**src/i2cbs_pkg.sv**
```systemverilog
// Shared types and constants for the I2C master byte sequencer.
package i2cbs_pkg;

  // Command codes as they arrive on the input tuser
  localparam logic [2:0] FUNC_START = 3'd0;
  localparam logic [2:0] FUNC_STOP  = 3'd1;
  localparam logic [2:0] FUNC_WRITE = 3'd2;
  localparam logic [2:0] FUNC_READ  = 3'd3;
  localparam logic [2:0] FUNC_TICK  = 3'd4;

  // Item classes produced by the front end
  localparam logic [1:0] KIND_NOP  = 2'd0;
  localparam logic [1:0] KIND_CMD  = 2'd1;
  localparam logic [1:0] KIND_TICK = 2'd2;

  // Sequencer operation codes
  localparam logic [2:0] OP_IDLE  = 3'd0;
  localparam logic [2:0] OP_START = 3'd1;
  localparam logic [2:0] OP_STOP  = 3'd2;
  localparam logic [2:0] OP_WRITE = 3'd3;
  localparam logic [2:0] OP_READ  = 3'd4;
  localparam logic [2:0] OP_WACK  = 3'd5;
  localparam logic [2:0] OP_RACK  = 3'd6;

  // Pin phases within one bit slot
  localparam logic [1:0] PH_DRIVE = 2'd0;
  localparam logic [1:0] PH_RISE  = 2'd1;
  localparam logic [1:0] PH_FALL  = 2'd2;

  // Queue between front end and sequencer
  localparam int QUEUE_DEPTH = 2;
  localparam int QUEUE_PTR_W = 1;
  localparam int QUEUE_CNT_W = 2;

  // Classified item passed from front end to sequencer
  typedef struct packed {
    logic [1:0] kind;
    logic [2:0] func;
    logic [7:0] tx_byte;
    logic       send_ack;
    logic       sda_in;
  } item_t;

  // Result item carried on the output channel
  typedef struct packed {
    logic       rejected;
    logic       nack_seen;
    logic [7:0] rx_byte;
    logic       done_res;
    logic       busy_res;
    logic       sda_out;
    logic       scl_out;
  } result_t;

endpackage

```
**src/i2c_master_byte_sequencer_core.sv**
```systemverilog
// I2C master byte sequencer: an accepted item passes through the front register, the queue and the output register.
// Throughput is one item per clock; the front register, the two-entry queue and
// the sequencer with its output register each stall independently on backpressure.
// The sequencer state updates in the single cycle an item leaves the queue.
// Synchronous active-high reset idles the sequencer with SCL and SDA released
// and empties the front register, the queue and the output register.
module i2c_master_byte_sequencer_core #(
  parameter int BITS_PER_BYTE = 8
) (
  input  logic        clk,
  input  logic        rst,
  input  logic        s_tvalid,
  output logic        s_tready,
  input  logic [15:0] s_tdata,   // tx_byte[7:0], send_ack[8], sda_in[9], zero[15:10]
  input  logic [7:0]  s_tuser,   // func[2:0], zero[7:3]
  output logic        m_tvalid,
  input  logic        m_tready,
  output logic [15:0] m_tdata    // scl_out[0], sda_out[1], busy_res[2], done_res[3],
                                 // rx_byte[11:4], nack_seen[12], rejected[13], zero[15:14]
);

  logic                 push;
  logic                 push_ready;
  i2cbs_pkg::item_t     push_item;
  logic                 pop_valid;
  logic                 pop;
  i2cbs_pkg::item_t     pop_item;
  i2cbs_pkg::result_t   result;

  // Accept and classify items
  i2cbs_front u_front (
    .clk        (clk),
    .rst        (rst),
    .s_tvalid   (s_tvalid),
    .s_tready   (s_tready),
    .s_tdata    (s_tdata),
    .s_tuser    (s_tuser),
    .push       (push),
    .push_item  (push_item),
    .push_ready (push_ready)
  );

  // Buffer classified items
  i2cbs_queue u_queue (
    .clk        (clk),
    .rst        (rst),
    .push       (push),
    .push_item  (push_item),
    .push_ready (push_ready),
    .pop_valid  (pop_valid),
    .pop_item   (pop_item),
    .pop        (pop)
  );

  // Run the pin sequence
  i2cbs_back #(
    .BITS_PER_BYTE (BITS_PER_BYTE)
  ) u_back (
    .clk       (clk),
    .rst       (rst),
    .pop_valid (pop_valid),
    .pop_item  (pop_item),
    .pop       (pop),
    .m_tvalid  (m_tvalid),
    .m_tready  (m_tready),
    .m_result  (result)
  );

  assign m_tdata = {2'b00, 14'(result)};

endmodule

```
**src/i2cbs_front.sv**
```systemverilog
// Front end: accept input items, classify the command code, register them.
module i2cbs_front (
  input  logic                clk,
  input  logic                rst,
  input  logic                s_tvalid,
  output logic                s_tready,
  input  logic [15:0]         s_tdata,   // tx_byte[7:0], send_ack[8], sda_in[9], zero[15:10]
  input  logic [7:0]          s_tuser,   // func[2:0], zero[7:3]
  output logic                push,
  output i2cbs_pkg::item_t    push_item,
  input  logic                push_ready
);

  logic             stage_valid;
  i2cbs_pkg::item_t stage_item;
  i2cbs_pkg::item_t decoded;

  // Classify the command code
  always_comb begin
    decoded.func     = s_tuser[2:0];
    decoded.tx_byte  = s_tdata[7:0];
    decoded.send_ack = s_tdata[8];
    decoded.sda_in   = s_tdata[9];
    unique case (s_tuser[2:0]) inside
      i2cbs_pkg::FUNC_START, i2cbs_pkg::FUNC_STOP,
      i2cbs_pkg::FUNC_WRITE, i2cbs_pkg::FUNC_READ: decoded.kind = i2cbs_pkg::KIND_CMD;
      i2cbs_pkg::FUNC_TICK:                         decoded.kind = i2cbs_pkg::KIND_TICK;
      default:                                      decoded.kind = i2cbs_pkg::KIND_NOP;
    endcase
  end

  assign s_tready  = !stage_valid || push_ready;
  assign push      = stage_valid;
  assign push_item = stage_item;

  // Hold the classified item until the queue takes it
  always_ff @(posedge clk) begin
    if (rst) begin
      stage_valid <= 1'b0;
    end else if (s_tvalid && s_tready) begin
      stage_valid <= 1'b1;
    end else if (push_ready) begin
      stage_valid <= 1'b0;
    end
  end

  always_ff @(posedge clk) begin
    if (s_tvalid && s_tready) begin
      stage_item <= decoded;
    end
  end

endmodule

```
**src/i2cbs_queue.sv**
```systemverilog
// Two-entry queue decoupling the front end from the sequencer.
module i2cbs_queue (
  input  logic             clk,
  input  logic             rst,
  input  logic             push,
  input  i2cbs_pkg::item_t push_item,
  output logic             push_ready,
  output logic             pop_valid,
  output i2cbs_pkg::item_t pop_item,
  input  logic             pop
);

  i2cbs_pkg::item_t                  entries [i2cbs_pkg::QUEUE_DEPTH];
  logic [i2cbs_pkg::QUEUE_PTR_W-1:0] wr_ptr;
  logic [i2cbs_pkg::QUEUE_PTR_W-1:0] rd_ptr;
  logic [i2cbs_pkg::QUEUE_CNT_W-1:0] count;
  logic                              do_push;
  logic                              do_pop;

  assign push_ready = count != i2cbs_pkg::QUEUE_CNT_W'(i2cbs_pkg::QUEUE_DEPTH);
  assign pop_valid  = count != '0;
  assign pop_item   = entries[rd_ptr];
  assign do_push    = push && push_ready;
  assign do_pop     = pop && pop_valid;

  // Advance pointers and fill count
  always_ff @(posedge clk) begin
    if (rst) begin
      wr_ptr <= '0;
      rd_ptr <= '0;
      count  <= '0;
    end else begin
      if (do_push) begin
        wr_ptr <= wr_ptr + 1'b1;
      end
      if (do_pop) begin
        rd_ptr <= rd_ptr + 1'b1;
      end
      if (do_push && !do_pop) begin
        count <= count + 1'b1;
      end else if (do_pop && !do_push) begin
        count <= count - 1'b1;
      end
    end
  end

  // Store the incoming item
  always_ff @(posedge clk) begin
    if (do_push) begin
      entries[wr_ptr] <= push_item;
    end
  end

endmodule

```
**src/i2cbs_back.sv**
```systemverilog
// Back end: pin sequencer state machine and output result register.
module i2cbs_back #(
  parameter int BITS_PER_BYTE = 8
) (
  input  logic             clk,
  input  logic             rst,
  input  logic             pop_valid,
  input  i2cbs_pkg::item_t pop_item,
  output logic             pop,
  output logic             m_tvalid,
  input  logic             m_tready,
  output i2cbs_pkg::result_t m_result
);

  localparam int IDX_W = (BITS_PER_BYTE > 1) ? $clog2(BITS_PER_BYTE) : 1;

  logic [2:0]       op_kind,    op_kind_next;
  logic [IDX_W-1:0] bit_index,  bit_index_next;
  logic [1:0]       sub_phase,  sub_phase_next;
  logic [7:0]       shift_reg,  shift_reg_next;
  logic             scl_level,  scl_level_next;
  logic             sda_level,  sda_level_next;
  logic             ack_choice, ack_choice_next;
  logic             done;
  logic             rej;
  logic [7:0]       rx;
  logic             nack;
  logic             last_bit;

  assign pop      = pop_valid && (!m_tvalid || m_tready);
  assign last_bit = bit_index == IDX_W'(BITS_PER_BYTE - 1);

  // Work out the next sequencer state for the item at the queue head
  always_comb begin
    op_kind_next    = op_kind;
    bit_index_next  = bit_index;
    sub_phase_next  = sub_phase;
    shift_reg_next  = shift_reg;
    scl_level_next  = scl_level;
    sda_level_next  = sda_level;
    ack_choice_next = ack_choice;
    done = 1'b0;
    rej  = 1'b0;
    rx   = '0;
    nack = 1'b0;
    if (pop) begin
      case (pop_item.kind)
        i2cbs_pkg::KIND_CMD: begin
          if (op_kind != i2cbs_pkg::OP_IDLE) begin
            rej = 1'b1;
          end else begin
            bit_index_next = '0;
            sub_phase_next = i2cbs_pkg::PH_DRIVE;
            unique case (pop_item.func)
              i2cbs_pkg::FUNC_START: op_kind_next = i2cbs_pkg::OP_START;
              i2cbs_pkg::FUNC_STOP:  op_kind_next = i2cbs_pkg::OP_STOP;
              i2cbs_pkg::FUNC_WRITE: begin
                op_kind_next   = i2cbs_pkg::OP_WRITE;
                shift_reg_next = pop_item.tx_byte;
              end
              default: begin
                op_kind_next    = i2cbs_pkg::OP_READ;
                shift_reg_next  = '0;
                ack_choice_next = pop_item.send_ack;
              end
            endcase
          end
        end
        i2cbs_pkg::KIND_TICK: begin
          if (op_kind != i2cbs_pkg::OP_IDLE) begin
            unique case (op_kind)
              i2cbs_pkg::OP_START: begin
                if (sub_phase == i2cbs_pkg::PH_DRIVE) begin
                  scl_level_next = 1'b1;
                end else if (sub_phase == i2cbs_pkg::PH_RISE) begin
                  sda_level_next = 1'b0;
                end else begin
                  scl_level_next = 1'b0;
                  done = 1'b1;
                end
              end
              i2cbs_pkg::OP_STOP: begin
                if (sub_phase == i2cbs_pkg::PH_DRIVE) begin
                  sda_level_next = 1'b0;
                end else if (sub_phase == i2cbs_pkg::PH_RISE) begin
                  scl_level_next = 1'b1;
                end else begin
                  sda_level_next = 1'b1;
                  done = 1'b1;
                end
              end
              i2cbs_pkg::OP_WRITE: begin
                if (sub_phase == i2cbs_pkg::PH_DRIVE) begin
                  sda_level_next = shift_reg[7];
                end else if (sub_phase == i2cbs_pkg::PH_RISE) begin
                  scl_level_next = 1'b1;
                end else begin
                  scl_level_next = 1'b0;
                  shift_reg_next = {shift_reg[6:0], 1'b0};
                  if (last_bit) begin
                    op_kind_next   = i2cbs_pkg::OP_WACK;
                    bit_index_next = '0;
                  end else begin
                    bit_index_next = bit_index + 1'b1;
                  end
                end
              end
              i2cbs_pkg::OP_READ: begin
                if (sub_phase == i2cbs_pkg::PH_DRIVE) begin
                  sda_level_next = 1'b1;
                end else if (sub_phase == i2cbs_pkg::PH_RISE) begin
                  scl_level_next = 1'b1;
                end else begin
                  scl_level_next = 1'b0;
                  shift_reg_next = {shift_reg[6:0], pop_item.sda_in};
                  if (last_bit) begin
                    op_kind_next   = i2cbs_pkg::OP_RACK;
                    bit_index_next = '0;
                  end else begin
                    bit_index_next = bit_index + 1'b1;
                  end
                end
              end
              i2cbs_pkg::OP_WACK: begin
                if (sub_phase == i2cbs_pkg::PH_DRIVE) begin
                  sda_level_next = 1'b1;
                end else if (sub_phase == i2cbs_pkg::PH_RISE) begin
                  scl_level_next = 1'b1;
                end else begin
                  scl_level_next = 1'b0;
                  done = 1'b1;
                  nack = pop_item.sda_in;
                end
              end
              default: begin
                if (sub_phase == i2cbs_pkg::PH_DRIVE) begin
                  sda_level_next = !ack_choice;
                end else if (sub_phase == i2cbs_pkg::PH_RISE) begin
                  scl_level_next = 1'b1;
                end else begin
                  scl_level_next = 1'b0;
                  done = 1'b1;
                  rx = shift_reg;
                end
              end
            endcase
            // Close the command or step to the next phase
            if (done) begin
              op_kind_next   = i2cbs_pkg::OP_IDLE;
              sub_phase_next = i2cbs_pkg::PH_DRIVE;
              bit_index_next = '0;
            end else if (sub_phase == i2cbs_pkg::PH_FALL) begin
              sub_phase_next = i2cbs_pkg::PH_DRIVE;
            end else begin
              sub_phase_next = sub_phase + 1'b1;
            end
          end
        end
        default: ;
      endcase
    end
  end

  // Update sequencer state
  always_ff @(posedge clk) begin
    if (rst) begin
      op_kind    <= i2cbs_pkg::OP_IDLE;
      bit_index  <= '0;
      sub_phase  <= i2cbs_pkg::PH_DRIVE;
      shift_reg  <= '0;
      scl_level  <= 1'b1;
      sda_level  <= 1'b1;
      ack_choice <= 1'b0;
    end else begin
      op_kind    <= op_kind_next;
      bit_index  <= bit_index_next;
      sub_phase  <= sub_phase_next;
      shift_reg  <= shift_reg_next;
      scl_level  <= scl_level_next;
      sda_level  <= sda_level_next;
      ack_choice <= ack_choice_next;
    end
  end

  // Hold the result until the sink takes it
  always_ff @(posedge clk) begin
    if (rst) begin
      m_tvalid <= 1'b0;
    end else if (pop) begin
      m_tvalid <= 1'b1;
    end else if (m_tready) begin
      m_tvalid <= 1'b0;
    end
  end

  always_ff @(posedge clk) begin
    if (pop) begin
      m_result.scl_out   <= scl_level_next;
      m_result.sda_out   <= sda_level_next;
      m_result.busy_res  <= op_kind_next != i2cbs_pkg::OP_IDLE;
      m_result.done_res  <= done;
      m_result.rx_byte   <= rx;
      m_result.nack_seen <= nack;
      m_result.rejected  <= rej;
    end
  end

endmodule

```
**config.mk**
```make
export PLATFORM = sky130hd
export DESIGN_NAME = i2c_master_byte_sequencer_core
export DESIGN_NICKNAME = d
export VERILOG_FILES = /design/src/i2cbs_pkg.sv /design/src/i2c_master_byte_sequencer_core.sv /design/src/i2cbs_front.sv /design/src/i2cbs_queue.sv /design/src/i2cbs_back.sv
export SDC_FILE = /design/constraint.sdc
export NUM_CORES = 1
export LEC_CHECK = 0
export ABC_AREA = 0
export ABC_CLOCK_PERIOD_IN_PS = 2380
export BUFFER_PORTS_ARGS = -buffer_cell sky130_fd_sc_hd__buf_2
export CELL_PAD_IN_SITES_DETAIL_PLACEMENT = 1
export CELL_PAD_IN_SITES_GLOBAL_PLACEMENT = 1
export CORE_MARGIN = 8
export CORE_UTILIZATION = 40
export CTS_CLUSTER_SIZE = 28
export DETAILED_ROUTE_END_ITERATION = 12
export GPL_TIMING_DRIVEN = 0
export HOLD_SLACK_MARGIN = 0.15
export PLACE_DENSITY_LB_ADDON = 0.1
export SLEW_MARGIN = 20
export SYNTH_ARGS = -nofsm -noshare
export SYNTH_HDL_FRONTEND = slang
export SYNTH_HIERARCHICAL = 1
export SYNTH_SLANG_ARGS = --single-unit
```
**constraint.sdc**
```tcl
create_clock -name clk -period 2.38 [get_ports clk]
set_input_delay 0.238 -clock clk [delete_from_list [all_inputs] [get_ports clk]]
set_output_delay 0.238 -clock clk [all_outputs]
set_load 0.01 [all_outputs]
```
==> out/metrics.cfg <==
[job]
cap_violations = 0

[final_layout]
final_core_util_pct = 50.6
finalInstanceArea_um2 = 4420
syn2layout_area_growth_pct = 22.4
nets = 376
regMostFlops = u_queue/entries
largest_reg_flops = 30
fillers = 905
multi_input_area_um2 = 1250
mostFrequentLayoutCells = edfxtp_1, buf_2, dfxtp_1
final_common_cell = edfxtp_1
seq_area_um2 = 2290
antenna_cells = 0
drive_above_1_share_pct = 27.9
fin_cells = 456

[clock_network]
htreeDepth = 3
cts_buffer_depth = 2
clock_sinks = 85
clkTransAtPathRegs_ns = 0.08
cts-root-buf = clkbuf_8
cts_buffers = 9
cts_tree = done
worst_skew_pair.late_latency_ns = 0.36

[routing]
wl_met2_um = 3840
dr.pass1.iters = 4
ant_nets = 0
drc = 0
vias = 2381
wl_per_cell_um = 17.1
wl_um = 7780
m1WireLength_um = 3600
wl_met3_um = 292
drtIter0Drc = 71
viasPerCell = 5.22
top_layer_used = met4

[pwr]
power.share.combinational_pct = 28.5
intPower_mw = 3.04
p_switching_mw = 1.36
swShare_pct = 31.0
power_leakage_nw = 1.61
vdd_ir_drop_max_mv = 0.499
power.share.clock_pct = 26.2
seqPwrFrac_pct = 45.2
power_density_nw_per_um2 = 997

[grt]
grt_remaining_overflow = 0
grt_pass1_wl_um = 12800
grt_usage_pct = 12.8
antenna_found_initial = 0
grt_max_degree = 19
first_global_vias = 2539

[yosys]
seq_area_frac_synth_pct = 63.5
synthXorXnorAreaFrac_pct = 0.971
synth-edff-count = 59
async_reset_ff_share_pct = 0
synth-simple-area-share_pct = 13.4
syn_inst = 280
synth_cell_types = 55
synthMuxAreaShare_pct = 5.51
netlist_area_um2 = 3610
synth-main-ff-cell = edfxtp_1
synth-compound-area-share_pct = 11.0
synth_top_family_by_area = simple AND/OR/NAND/NOR gates
synth_area_per_cell_um2 = 12.9
ys_ff_latch = 85
synth_fa_ha_area_share_pct = 1.73
synth-warning-count = 6

[timing]
fmax_mhz = 432
timing.slew.headroom_pct = 54.6
tightest_slew_ns = 0.681
setup_viol = 0
finalCritPeriodShare_pct = 97.2
drv_slew = 0
fin_ws_ns = 0.0665
finalHoldViolCount = 0
skew_ns = 0.00638
finalCriticalPeriod_ns = 2.31
rsz0062_at_grt = yes

[critical_path]
arrival_ns = 2.57
crit_type = flop to flop
crit_fanout = 8
required_ns = 2.64
endpoint_kind = flop
startpoint_type = flop

[placement]
post-place-ws_ns = -0.449
gp_congestion = 0.752
port_buffers = 32
dpl_cell_area_um2 = 3950
placedCellCount = 421
dpl.hpwl_um = 5480

[floorplan]
rows = 34
die_h_um = 111
core_area_um2 = 8720
ios = 46
die_area_um2 = 12300
die_w_um = 111
initial_core_util_pct = 41.4

[worst_hold_path]
hp-class = input pin to flop

[outcome]
outcome = finished clean

[critical path, stage by stage (launching register included)]
cell	delay, ns
dfxtp_2	0.34
buf_8	0.11
mux2_4	0.32
inv_4	0.06
ha_4	0.12
or4b_4	0.48
o22ai_4	0.18
and3_4	0.29
nor2_1	0.07
a211oi_1	0.25
[cell usage after synthesis (3+ instances only)]
cell type	count	share of area [%]
a22oi_1	7	1.5
xor2_1	3	0.73
mux2_2	15	4.7
ha_1	5	1.7
a211oi_1	7	1.5
nor2_1	23	2.4
nand3_1	5	0.69
or3_1	4	0.69
o21ai_0	8	1.1
nand3b_1	4	0.83
or2_2	3	0.52
edfxtp_1	59	49
a21oi_1	8	1.1
clkbuf_1	8	0.83
and2_1	10	1.7
a32oi_1	4	0.97
buf_4	3	0.62
mux2i_1	3	0.83
nand2b_1	7	1.2
dfxtp_1	26	14
nand2_1	8	0.83
inv_1	12	1.2
nor3_1	6	0.83
[through the flow]
step	setup TNS [ns]	hold WS [ns]	power, mW
2_1_floorplan	-0.0206	0.300	2.81
3_3_place_gp	-2.43	0.414	3.14
3_5_place_dp	-2.97	0.417	3.18
4_1_cts	0	0.167	4.44
5_1_grt	-0.117	0.182	4.64
6_report	0	0.188	4.40
[path summary, 6_finish.rpt]
| check | endpoint | slack, ns | start | depth (start not counted) |
|---|---|---|---|---|
| hold / removal | u_queue/count[1] | 0.19 | rst | 2 |
| hold reg to reg | u_queue/entries[0][11] | 0.45 | u_front/push_item[11] | 0 |
| setup / recovery | u_back/shift_reg[1] | 0.07 | flop | 9 |
| setup reg to reg | u_back/shift_reg[1] | 0.07 | flop | 9 |
[cell families after synthesis]
group,count (synthesis)
AO/OA/AOI/OAI,54
XOR/XNOR,4
adder cells (fa/ha/maj),5
buffers and inverters,27
flip-flops,85
multiplexers,18
other,1
AND/OR/NAND/NOR,86
[what timing repair did]
item                                   in CTS  in global routing
gates cloned                                0                  1
setup buffers                               4                  2
endpoints found under the hold margin      16                  0
setup endpoints to repair                  19                 12
resized for setup                           6                  5
hold buffers                               15                  0
pin swaps                                   3                  4
[final cells by class]
cell class,count,share of cell area [%]
buffer,12,1.90
clock inverter,7,2.35
inverter,12,1.08
sequential,85,51.9
tap,108,3.06
multi-input combinational,169,28.3
clock buffer,9,2.80
timing repair buffer,54,8.61
[power by group through the flow]
stage / registers, mW / clock network (mW) / logic [mW]
floorplan: 2.06 / 0 / 0.750
global placement: 2.01 / 0 / 1.13
detailed placement: 2.03 / 0 / 1.15
CTS: 2.00 / 1.20 / 1.24
global route: 2.03 / 1.24 / 1.37
finish: 1.99 / 1.16 / 1.26
[per-layer routing]
metal,vias to the layer above,global-route usage [%]
met5,-,0
met4,0,5.14
met3,6,3.68
met2,43,21.1
met1,1165,15.2
li1,1167,-
Note: power is estimated with default switching activity, not from simulation.
